**src/rtl/drl_pkg.sv**
```systemverilog
`default_nettype none
// ----------------------------------------------------------------------------
// drl_pkg: shared types and constants for the run list decoder
// Parser phases, error codes and the records passed between pipeline stages.
// ----------------------------------------------------------------------------
package drl_pkg;

	localparam int BYTE_W   = 8;
	localparam int NIB_W    = 4;
	localparam int RPC_W    = 7;
	localparam int OUT_W    = 48;
	localparam int VAL_W    = 64;
	localparam int PROD_W   = VAL_W + RPC_W;

	// header nibble mask
	localparam logic [NIB_W-1:0] NIB_MASK = 4'hF;

	// error codes on the result tuser
	localparam logic [1:0] BAD_OK     = 2'd0;
	localparam logic [1:0] BAD_COUNT  = 2'd1;
	localparam logic [1:0] BAD_LENGTH = 2'd2;
	localparam logic [1:0] BAD_TRUNC  = 2'd3;

	typedef enum logic [1:0] {
		PH_HEADER = 2'd0,
		PH_LENGTH = 2'd1,
		PH_OFFSET = 2'd2,
		PH_HALTED = 2'd3
	} phase_t;

	// parser event, one per accepted byte
	typedef struct packed {
		logic             emit;    // byte produces a result
		logic             is_run;  // result is a completed run
		logic             first;   // byte restarts the list
		logic             done;    // list ends with this result
		logic [1:0]       bad;     // error code for non-run results
		logic [NIB_W-1:0] len_n;   // length byte count
		logic [NIB_W-1:0] off_n;   // offset byte count
	} ev_t;

	// run arithmetic, before record saturation
	typedef struct packed {
		logic [OUT_W-1:0]  cluster;
		logic [OUT_W-1:0]  clen;
		logic [PROD_W-1:0] prod;
		logic              sparse;
		logic              done;
		logic [1:0]        bad;
	} calc_t;

endpackage
`default_nettype wire

```
**src/rtl/drl_parse.sv**
```systemverilog
`default_nettype none
// ----------------------------------------------------------------------------
// drl_parse: run list byte parser
// Walks header, length and offset bytes, gathers the little-endian fields
// and registers one event per byte for the run arithmetic stage.
// ----------------------------------------------------------------------------
module drl_parse #(
	parameter int MAX_FIELD_BYTES = 8,
	localparam int AW = 8 * MAX_FIELD_BYTES
) (
	input  wire logic                clk,
	input  wire logic                arst_n,
	input  wire logic                s_tvalid,
	output logic                     s_tready,
	input  wire logic [7:0]          s_tdata,    // data_byte
	input  wire logic                s_tuser,    // first_byte
	input  wire logic                s_tlast,    // final_byte
	output logic                     ev_valid,
	input  wire logic                ev_ready,
	output drl_pkg::ev_t             ev,
	output logic [AW-1:0]            ev_len_acc,
	output logic [AW-1:0]            ev_off_acc
);
	import drl_pkg::*;

	phase_t           phase_q, phase_d;
	logic [NIB_W-1:0] len_n_q, len_n_d;
	logic [NIB_W-1:0] off_n_q, off_n_d;
	logic [NIB_W-1:0] pos_q, pos_d;
	logic [NIB_W-1:0] pos_inc;
	logic [AW-1:0]    len_acc_q, len_acc_d;
	logic [AW-1:0]    off_acc_q, off_acc_d;
	logic [AW-1:0]    len_merge, off_merge;
	phase_t           ph;
	logic             trunc_chk;
	logic             accept;
	ev_t              ev_d;

	assign s_tready = !ev_valid || ev_ready;
	assign accept   = s_tvalid && s_tready;
	assign pos_inc  = pos_q + 4'd1;

	// drop the incoming byte into its lane of each accumulator
	always_comb begin
		len_merge = len_acc_q;
		off_merge = off_acc_q;
		for (int i = 0; i < MAX_FIELD_BYTES; i++) begin
			if (pos_q == NIB_W'(i)) begin
				len_merge[8*i +: 8] = s_tdata;
				off_merge[8*i +: 8] = s_tdata;
			end
		end
	end

	// next state and event
	always_comb begin
		phase_d   = phase_q;
		len_n_d   = len_n_q;
		off_n_d   = off_n_q;
		pos_d     = pos_q;
		len_acc_d = len_acc_q;
		off_acc_d = off_acc_q;
		trunc_chk = 1'b0;
		ev_d      = '0;
		ev_d.first = s_tuser;
		ph = s_tuser ? PH_HEADER : phase_q;

		unique case (ph)
			PH_HEADER: begin
				if (s_tdata == '0) begin
					phase_d   = PH_HALTED;
					ev_d.emit = 1'b1;
					ev_d.done = 1'b1;
					ev_d.bad  = BAD_OK;
				end else begin
					len_n_d = s_tdata[3:0] & NIB_MASK;
					off_n_d = s_tdata[7:4] & NIB_MASK;
					if (len_n_d > NIB_W'(MAX_FIELD_BYTES) ||
					    off_n_d > NIB_W'(MAX_FIELD_BYTES)) begin
						phase_d   = PH_HALTED;
						ev_d.emit = 1'b1;
						ev_d.done = s_tlast;
						ev_d.bad  = BAD_COUNT;
					end else begin
						len_acc_d = '0;
						off_acc_d = '0;
						pos_d     = '0;
						phase_d   = (len_n_d != '0) ? PH_LENGTH : PH_OFFSET;
						trunc_chk = 1'b1;
					end
				end
			end
			PH_LENGTH: begin
				len_acc_d = len_merge;
				if (pos_inc >= len_n_q) begin
					pos_d = '0;
					if (off_n_q == '0) begin
						ev_d.emit   = 1'b1;
						ev_d.is_run = 1'b1;
						ev_d.done   = s_tlast;
						phase_d     = s_tlast ? PH_HALTED : PH_HEADER;
					end else begin
						phase_d   = PH_OFFSET;
						trunc_chk = 1'b1;
					end
				end else begin
					pos_d     = pos_inc;
					trunc_chk = 1'b1;
				end
			end
			PH_OFFSET: begin
				off_acc_d = off_merge;
				if (pos_inc >= off_n_q) begin
					pos_d       = '0;
					ev_d.emit   = 1'b1;
					ev_d.is_run = 1'b1;
					ev_d.done   = s_tlast;
					phase_d     = s_tlast ? PH_HALTED : PH_HEADER;
				end else begin
					pos_d     = pos_inc;
					trunc_chk = 1'b1;
				end
			end
			PH_HALTED: begin
				// ignore bytes until the next list start
			end
			default: begin
				phase_d = PH_HALTED;
			end
		endcase

		// attribute ends in the middle of a run
		if (trunc_chk && s_tlast) begin
			phase_d   = PH_HALTED;
			pos_d     = '0;
			ev_d.emit = 1'b1;
			ev_d.done = 1'b1;
			ev_d.bad  = BAD_TRUNC;
		end

		ev_d.len_n = len_n_d;
		ev_d.off_n = off_n_d;
	end

	// parser state
	always_ff @(posedge clk or negedge arst_n) begin
		if (!arst_n) begin
			phase_q <= PH_HEADER;
			len_n_q <= '0;
			off_n_q <= '0;
			pos_q   <= '0;
		end else if (accept) begin
			phase_q <= phase_d;
			len_n_q <= len_n_d;
			off_n_q <= off_n_d;
			pos_q   <= pos_d;
		end
	end

	always_ff @(posedge clk) begin
		if (accept) begin
			len_acc_q <= len_acc_d;
			off_acc_q <= off_acc_d;
		end
	end

	// event register, stage 1
	always_ff @(posedge clk or negedge arst_n) begin
		if (!arst_n) begin
			ev_valid <= 1'b0;
		end else if (s_tready) begin
			ev_valid <= s_tvalid;
		end
	end

	always_ff @(posedge clk) begin
		if (accept) begin
			ev         <= ev_d;
			ev_len_acc <= len_acc_d;
			ev_off_acc <= off_acc_d;
		end
	end

endmodule
`default_nettype wire

```
**src/rtl/drl_run.sv**
```systemverilog
`default_nettype none
// ----------------------------------------------------------------------------
// drl_run: run arithmetic and result register
// Sign-extends the gathered fields, moves the running cluster, forms the
// record count and saturates it into the output register.
// ----------------------------------------------------------------------------
module drl_run #(
	parameter int MAX_FIELD_BYTES = 8,
	parameter int CLUSTER_WIDTH   = 48,
	localparam int AW = 8 * MAX_FIELD_BYTES
) (
	input  wire logic                clk,
	input  wire logic                arst_n,
	input  wire logic                ev_valid,
	output logic                     ev_ready,
	input  wire drl_pkg::ev_t        ev,
	input  wire logic [AW-1:0]       ev_len_acc,
	input  wire logic [AW-1:0]       ev_off_acc,
	input  wire logic [6:0]          rpc,
	output logic                     m_tvalid,
	input  wire logic                m_tready,
	output logic [143:0]             m_tdata,    // run_cluster, run_clusters, record_total
	output logic [2:0]               m_tuser,    // sparse_run, bad_run[1:0]
	output logic                     m_tlast     // list_done
);
	import drl_pkg::*;

	localparam logic [VAL_W-1:0] CL_MASK =
		VAL_W'((65'd1 << CLUSTER_WIDTH) - 65'd1);

	// sign-extend the low n bytes of v
	function automatic logic [AW-1:0] sext_bytes(input logic [AW-1:0] v,
	                                             input logic [NIB_W-1:0] n);
		logic [AW-1:0] keep;
		logic [AW-1:0] top;
		keep = ~({AW{1'b1}} << {n, 3'b000});
		top  = keep & ~(keep >> 1);
		return (v & keep) | (((v & top) != '0) ? ~keep : '0);
	endfunction

	logic [VAL_W-1:0]         len_x, off_x;
	logic                     len_ok;
	logic [CLUSTER_WIDTH-1:0] rc_q, rc_base, rc_sum;
	logic                     rc_add;
	calc_t                    calc_d, calc_s2;
	logic                     s2_valid_s2;
	logic                     s2_ready, out_en;
	logic [VAL_W-1:0]         rec;

	// stage 2: field extension, cluster add, record product
	always_comb begin
		len_x   = VAL_W'($signed(sext_bytes(ev_len_acc, ev.len_n)));
		off_x   = VAL_W'($signed(sext_bytes(ev_off_acc, ev.off_n)));
		len_ok  = (ev.len_n != '0) && (len_x != '0) && !len_x[VAL_W-1];
		rc_base = ev.first ? '0 : rc_q;
		rc_sum  = rc_base + off_x[CLUSTER_WIDTH-1:0];
		rc_add  = ev.is_run && len_ok && (ev.off_n != '0);

		calc_d      = '0;
		calc_d.done = ev.done;
		calc_d.bad  = ev.bad;
		if (ev.is_run) begin
			if (!len_ok) begin
				calc_d.bad = BAD_LENGTH;
			end else begin
				calc_d.bad     = BAD_OK;
				calc_d.cluster = (ev.off_n != '0) ? OUT_W'(rc_sum) : '0;
				calc_d.clen    = OUT_W'((len_x > CL_MASK) ? CL_MASK : len_x);
				calc_d.prod    = PROD_W'(len_x) * PROD_W'(rpc);
				calc_d.sparse  = (ev.off_n == '0);
			end
		end
	end

	assign out_en   = !m_tvalid || m_tready;
	assign s2_ready = !s2_valid_s2 || out_en;
	assign ev_ready = s2_ready;

	// running cluster, cleared by a list start
	always_ff @(posedge clk or negedge arst_n) begin
		if (!arst_n) begin
			rc_q <= '0;
		end else if (ev_valid && s2_ready) begin
			if (rc_add) begin
				rc_q <= rc_sum;
			end else if (ev.first) begin
				rc_q <= '0;
			end
		end
	end

	// stage 2 register, only bytes that give a result
	always_ff @(posedge clk or negedge arst_n) begin
		if (!arst_n) begin
			s2_valid_s2 <= 1'b0;
		end else if (s2_ready) begin
			s2_valid_s2 <= ev_valid && ev.emit;
		end
	end

	always_ff @(posedge clk) begin
		if (s2_ready) begin
			calc_s2 <= calc_d;
		end
	end

	// record count saturation
	assign rec = (calc_s2.prod > PROD_W'(CL_MASK)) ? CL_MASK : calc_s2.prod[VAL_W-1:0];

	// result register
	always_ff @(posedge clk or negedge arst_n) begin
		if (!arst_n) begin
			m_tvalid <= 1'b0;
		end else if (out_en) begin
			m_tvalid <= s2_valid_s2;
		end
	end

	always_ff @(posedge clk) begin
		if (out_en && s2_valid_s2) begin
			m_tdata <= {OUT_W'(rec), calc_s2.clen, calc_s2.cluster};
			m_tuser <= {calc_s2.bad, calc_s2.sparse};
			m_tlast <= calc_s2.done;
		end
	end

endmodule
`default_nettype wire

```
**src/rtl/disk_runlist_decoder.sv**
```systemverilog
`default_nettype none
// ----------------------------------------------------------------------------
// disk_runlist_decoder: file-system run list decoder
// Turns a byte stream of run headers, lengths and offsets into one result per
// run, error or list end: start cluster, length, record count, error status.
// ----------------------------------------------------------------------------
// One run list byte is taken per clock cycle, back to back, with no stall of
// its own; the input waits only when the result side backs up through the
// three register stages (byte parser, run arithmetic, result register).
// Mark the first byte of each list in s_tuser and the last byte of the
// holding attribute in s_tlast. records_per_cluster resets to 4 and is
// written through cfg_wen/cfg_wdata; the user must write it only while no
// byte is in flight, as the block itself does not enforce this. There is
// no clearing pass after reset.
module disk_runlist_decoder #(
	parameter int MAX_FIELD_BYTES = 8,
	parameter int CLUSTER_WIDTH   = 48
) (
	input  wire logic         clk,
	input  wire logic         arst_n,
	input  wire logic         cfg_wen,
	input  wire logic [6:0]   cfg_wdata,  // records_per_cluster
	input  wire logic         s_tvalid,
	output logic              s_tready,
	input  wire logic [7:0]   s_tdata,    // data_byte
	input  wire logic         s_tuser,    // first_byte
	input  wire logic         s_tlast,    // final_byte
	output logic              m_tvalid,
	input  wire logic         m_tready,
	output logic [143:0]      m_tdata,    // run_cluster, run_clusters, record_total
	output logic [2:0]        m_tuser,    // sparse_run, bad_run[1:0]
	output logic              m_tlast     // list_done
);
	import drl_pkg::*;

	localparam int AW = 8 * MAX_FIELD_BYTES;

	logic [RPC_W-1:0] rpc_q;
	logic             ev_valid, ev_ready;
	ev_t              ev;
	logic [AW-1:0]    ev_len_acc, ev_off_acc;

	// records per cluster register
	always_ff @(posedge clk or negedge arst_n) begin
		if (!arst_n) begin
			rpc_q <= 7'd4;
		end else if (cfg_wen) begin
			rpc_q <= cfg_wdata;
		end
	end

	drl_parse #(
		.MAX_FIELD_BYTES (MAX_FIELD_BYTES)
	) u_parse (
		.clk        (clk),
		.arst_n     (arst_n),
		.s_tvalid   (s_tvalid),
		.s_tready   (s_tready),
		.s_tdata    (s_tdata),
		.s_tuser    (s_tuser),
		.s_tlast    (s_tlast),
		.ev_valid   (ev_valid),
		.ev_ready   (ev_ready),
		.ev         (ev),
		.ev_len_acc (ev_len_acc),
		.ev_off_acc (ev_off_acc)
	);

	drl_run #(
		.MAX_FIELD_BYTES (MAX_FIELD_BYTES),
		.CLUSTER_WIDTH   (CLUSTER_WIDTH)
	) u_run (
		.clk        (clk),
		.arst_n     (arst_n),
		.ev_valid   (ev_valid),
		.ev_ready   (ev_ready),
		.ev         (ev),
		.ev_len_acc (ev_len_acc),
		.ev_off_acc (ev_off_acc),
		.rpc        (rpc_q),
		.m_tvalid   (m_tvalid),
		.m_tready   (m_tready),
		.m_tdata    (m_tdata),
		.m_tuser    (m_tuser),
		.m_tlast    (m_tlast)
	);

endmodule
`default_nettype wire

```
**config.mk**
```make
export PLATFORM = sky130hd
export DESIGN_NAME = disk_runlist_decoder
export DESIGN_NICKNAME = d
export VERILOG_FILES = /design/src/rtl/drl_pkg.sv /design/src/rtl/drl_parse.sv /design/src/rtl/drl_run.sv /design/src/rtl/disk_runlist_decoder.sv
export SDC_FILE = /design/constraint.sdc
export NUM_CORES = 2
export LEC_CHECK = 0
export BUFFER_PORTS_ARGS = -buffer_cell sky130_fd_sc_hd__buf_4
export CORE_MARGIN = 2
export CORE_UTILIZATION = 57
export DETAILED_ROUTE_END_ITERATION = 8
export PLACE_DENSITY = 0.78
export SLEW_MARGIN = 20
export SYNTH_ARGS = -nofsm -noshare
export SYNTH_HDL_FRONTEND = slang
export SYNTH_HIERARCHICAL = 1
export SYNTH_SLANG_ARGS = --single-unit
```
**constraint.sdc**
```tcl
create_clock -name clk -period 8.9 [get_ports clk]
set_clock_uncertainty 0.15 [all_clocks]
set_input_delay 1.78 -clock clk [delete_from_list [all_inputs] [get_ports clk]]
set_output_delay 1.78 -clock clk [all_outputs]
set_load 0.02 [all_outputs]
```
==> impl_metrics.yaml <==
clock_network:
  clk_latency_ns: 0.64
  cts_tree: "yes"
  postCtsResizedCells: 0
  cts_buffers: 54
  post_cts_buffers: 0
  cts_sinks: 519
  clk_path_buf_depth: 3
  cts-root-buf: "clkbuf_16"
  holdBufCountCts: 0
  htreeDepth: 2
  clkTransAtPathRegs_ns: 0.06
route:
  viasPerCell: 5.90
  vias: 25800
  drt-total-wl_mm: 90.7
  postRouteAntennaNets: 0
  avgRoutedWirePerCell_um: 20.7
  drc_errors: 0
  drtPass1Iterations: 7
  drt-initial-drc-count: 2652
global_routing:
  grt.total_usage_pct: 27.3
  overflow: 0
  grt_antenna_before_repair: 1
  grt_max_degree: 81
  grt_pass1_vias: 25100
  grt_pass1_wl_mm: 143
floorplan:
  coreArea_um2: 63300
  die_h_um: 258
  ios: 172
  initial_utilization_pct: 57.9
  die_x_um: 258
  rows: 92
  die-area_um2: 66300
timing:
  hold_viol_final: 0
  period_needed_ns: 8.25
  rsz0062_at_grt: "false"
  fin_crit_sh_pct: 92.7
  finalSetupViolCount: 0
  max_clock_freq_mhz: 121
  drv_slew: 0
  slew_headroom_pct: 32.1
  tns_ns: 0
  worst_pin_slew_ns: 1.02
placement:
  place_hpwl_mm: 66.8
  gp_congestion: 0.961
  portBuffers: 171
layout:
  antenna_cells: 0
  drive_gt1_share_pct: 9.24
  final.fill_count: 5048
  final_net_count: 3967
  synthToLayoutAreaGrowth_pct: 10.2
  finish.utilization_pct: 63.8
worst_setup_path:
  r2r_slack_ns: 0.65
  start_kind: "register"
  critical_path.slowest_cell: "edfxtp_1"
  cp-startpoint: "u_parse/ev[5]$_DFFE_PP_"
  r2r-start: "u_parse/ev[5]$_DFFE_PP_"
  endpoint_kind: "register"
  r2r-end: "u_run/calc_s2[74]$_SDFFCE_PN0N_"
  r2r_cells: 25
  required_ns: 9.10
  crit_end: "u_run/calc_s2[74]$_SDFFCE_PN0N_"
  cp_slowest_stage_delay_ns: 0.61
  critPathKind: "reg -> reg"
  worst_ep_arrival_time_ns: 8.46
  worst-path-max-fanout: 14
logic_synthesis:
  yosysWarnings: 6
  syn_area_per_cell_um2: 10.8
  syn_area_um2: 36600
  syn_inst: 3385
  synth_fp_nets: 3869
outcome:
  status: "finished clean"
worst_hold_path:
  min-delay-start: "u_run/calc_s2[2]$_DFFE_PN_"
  hp-class: "reg -> reg"
run:
  cap_violations: 0
[worst min path at each step]
| stage | cells after the start | slack, ns | endpoint |
|---|---|---|---|
| finish | 0 | 0.23 | u_run/m_tlast$_DFFE_PP_ |
| floorplan | 0 | 0.25 | u_run/calc_s2[2]$_DFFE_PN_ |
| CTS | 0 | 0.22 | u_run/m_tlast$_DFFE_PP_ |
| global placement | 0 | 0.25 | u_run/m_tdata[63]$_DFFE_PP_ |
| detailed placement | 0 | 0.25 | u_run/m_tdata[38]$_DFFE_PP_ |
| global route | 0 | 0.24 | u_run/m_tlast$_DFFE_PP_ |
[layout by cell type (no fill, tap or decap), types with 9 or more instances in the layout]
cell type,count
nand4_1,32
fa_1,310
nor2_1,220
o21a_1,93
o21ai_1,23
xnor2_1,60
nand2b_1,25
ha_1,152
a21o_1,75
a211oi_1,13
nor3_1,24
xor2_1,45
inv_1,308
and2_1,340
clkbuf_16,54
nand3_1,48
clkbuf_1,17
a21oi_1,187
a22o_1,42
a31oi_1,20
dfrtp_1,70
o211ai_1,22
nor2b_1,67
o21ai_0,100
edfxtp_1,447
or3_1,56
buf_4,207
nand2_1,235
nor3b_1,9
and3_1,46
o21bai_1,20
nor4_1,14
[registers in the layout, summed over array words and instances (netlist names), 2 cells and up]
register / cells
u_parse/len_n_q: 4
u_parse/ev_len_acc: 64
u_parse/pos_q: 4
u_run/rc_q: 48
u_parse/ev_off_acc: 50
u_parse/phase_q: 2
u_run/m_tdata: 144
u_run/m_tuser: 3
u_run/calc_s2: 171
u_parse/ev: 14
rpc_q: 7
u_parse/off_n_q: 4
[per-stage QoR]
stage	hold WS (ns)	cell area [um^2]	worst slack, ns	std cells
after CTS	0.216	40400	0.661	4373
after floorplan	0.250	36600	-0.160	3385
after detailed placement	0.255	38600	0.727	4273
after global placement	0.251	38600	0.889	4273
after global routing	0.245	40400	0.0952	4373
final	0.229	40400	0.646	4373
[layout make-up]
type                            count  area, um^2  area share [%]
Clock buffer                       75        1470            3.64
Multi-Input combinational cell   2391       19600            48.6
Inverter                          309        1160            2.87
Tap cell                          846        1060            2.62
Clock inverter                     25         274           0.679
Timing Repair Buffer              208        1570            3.88
Sequential cell                   519       15200            37.7
[routing by layer]
metal	wire (um)	share of wire [%]	up-vias	GRT usage, %
met1	39500	44	12800	40.3
met4	1850	2.0	2	6.62
li1	-	-	11800	-
met3	8150	9.0	127	5.84
met2	41100	45	1118	41.5
met5	84	0.093	-	1.28
[worst max-delay path, delay by kind of cell, from the launching register on]
kind / cells / cell delay, ns
compound gates: 6 / 1.80
buf+inv: 3 / 0.30
simple gates: 10 / 2.15
mux: 1 / 0.39
fa+ha+maj: 5 / 2.58
flops: 1 / 0.61
Power is not shown: default switching activity piles up to over one toggle a cycle in this logic, so the estimate is an artifact.
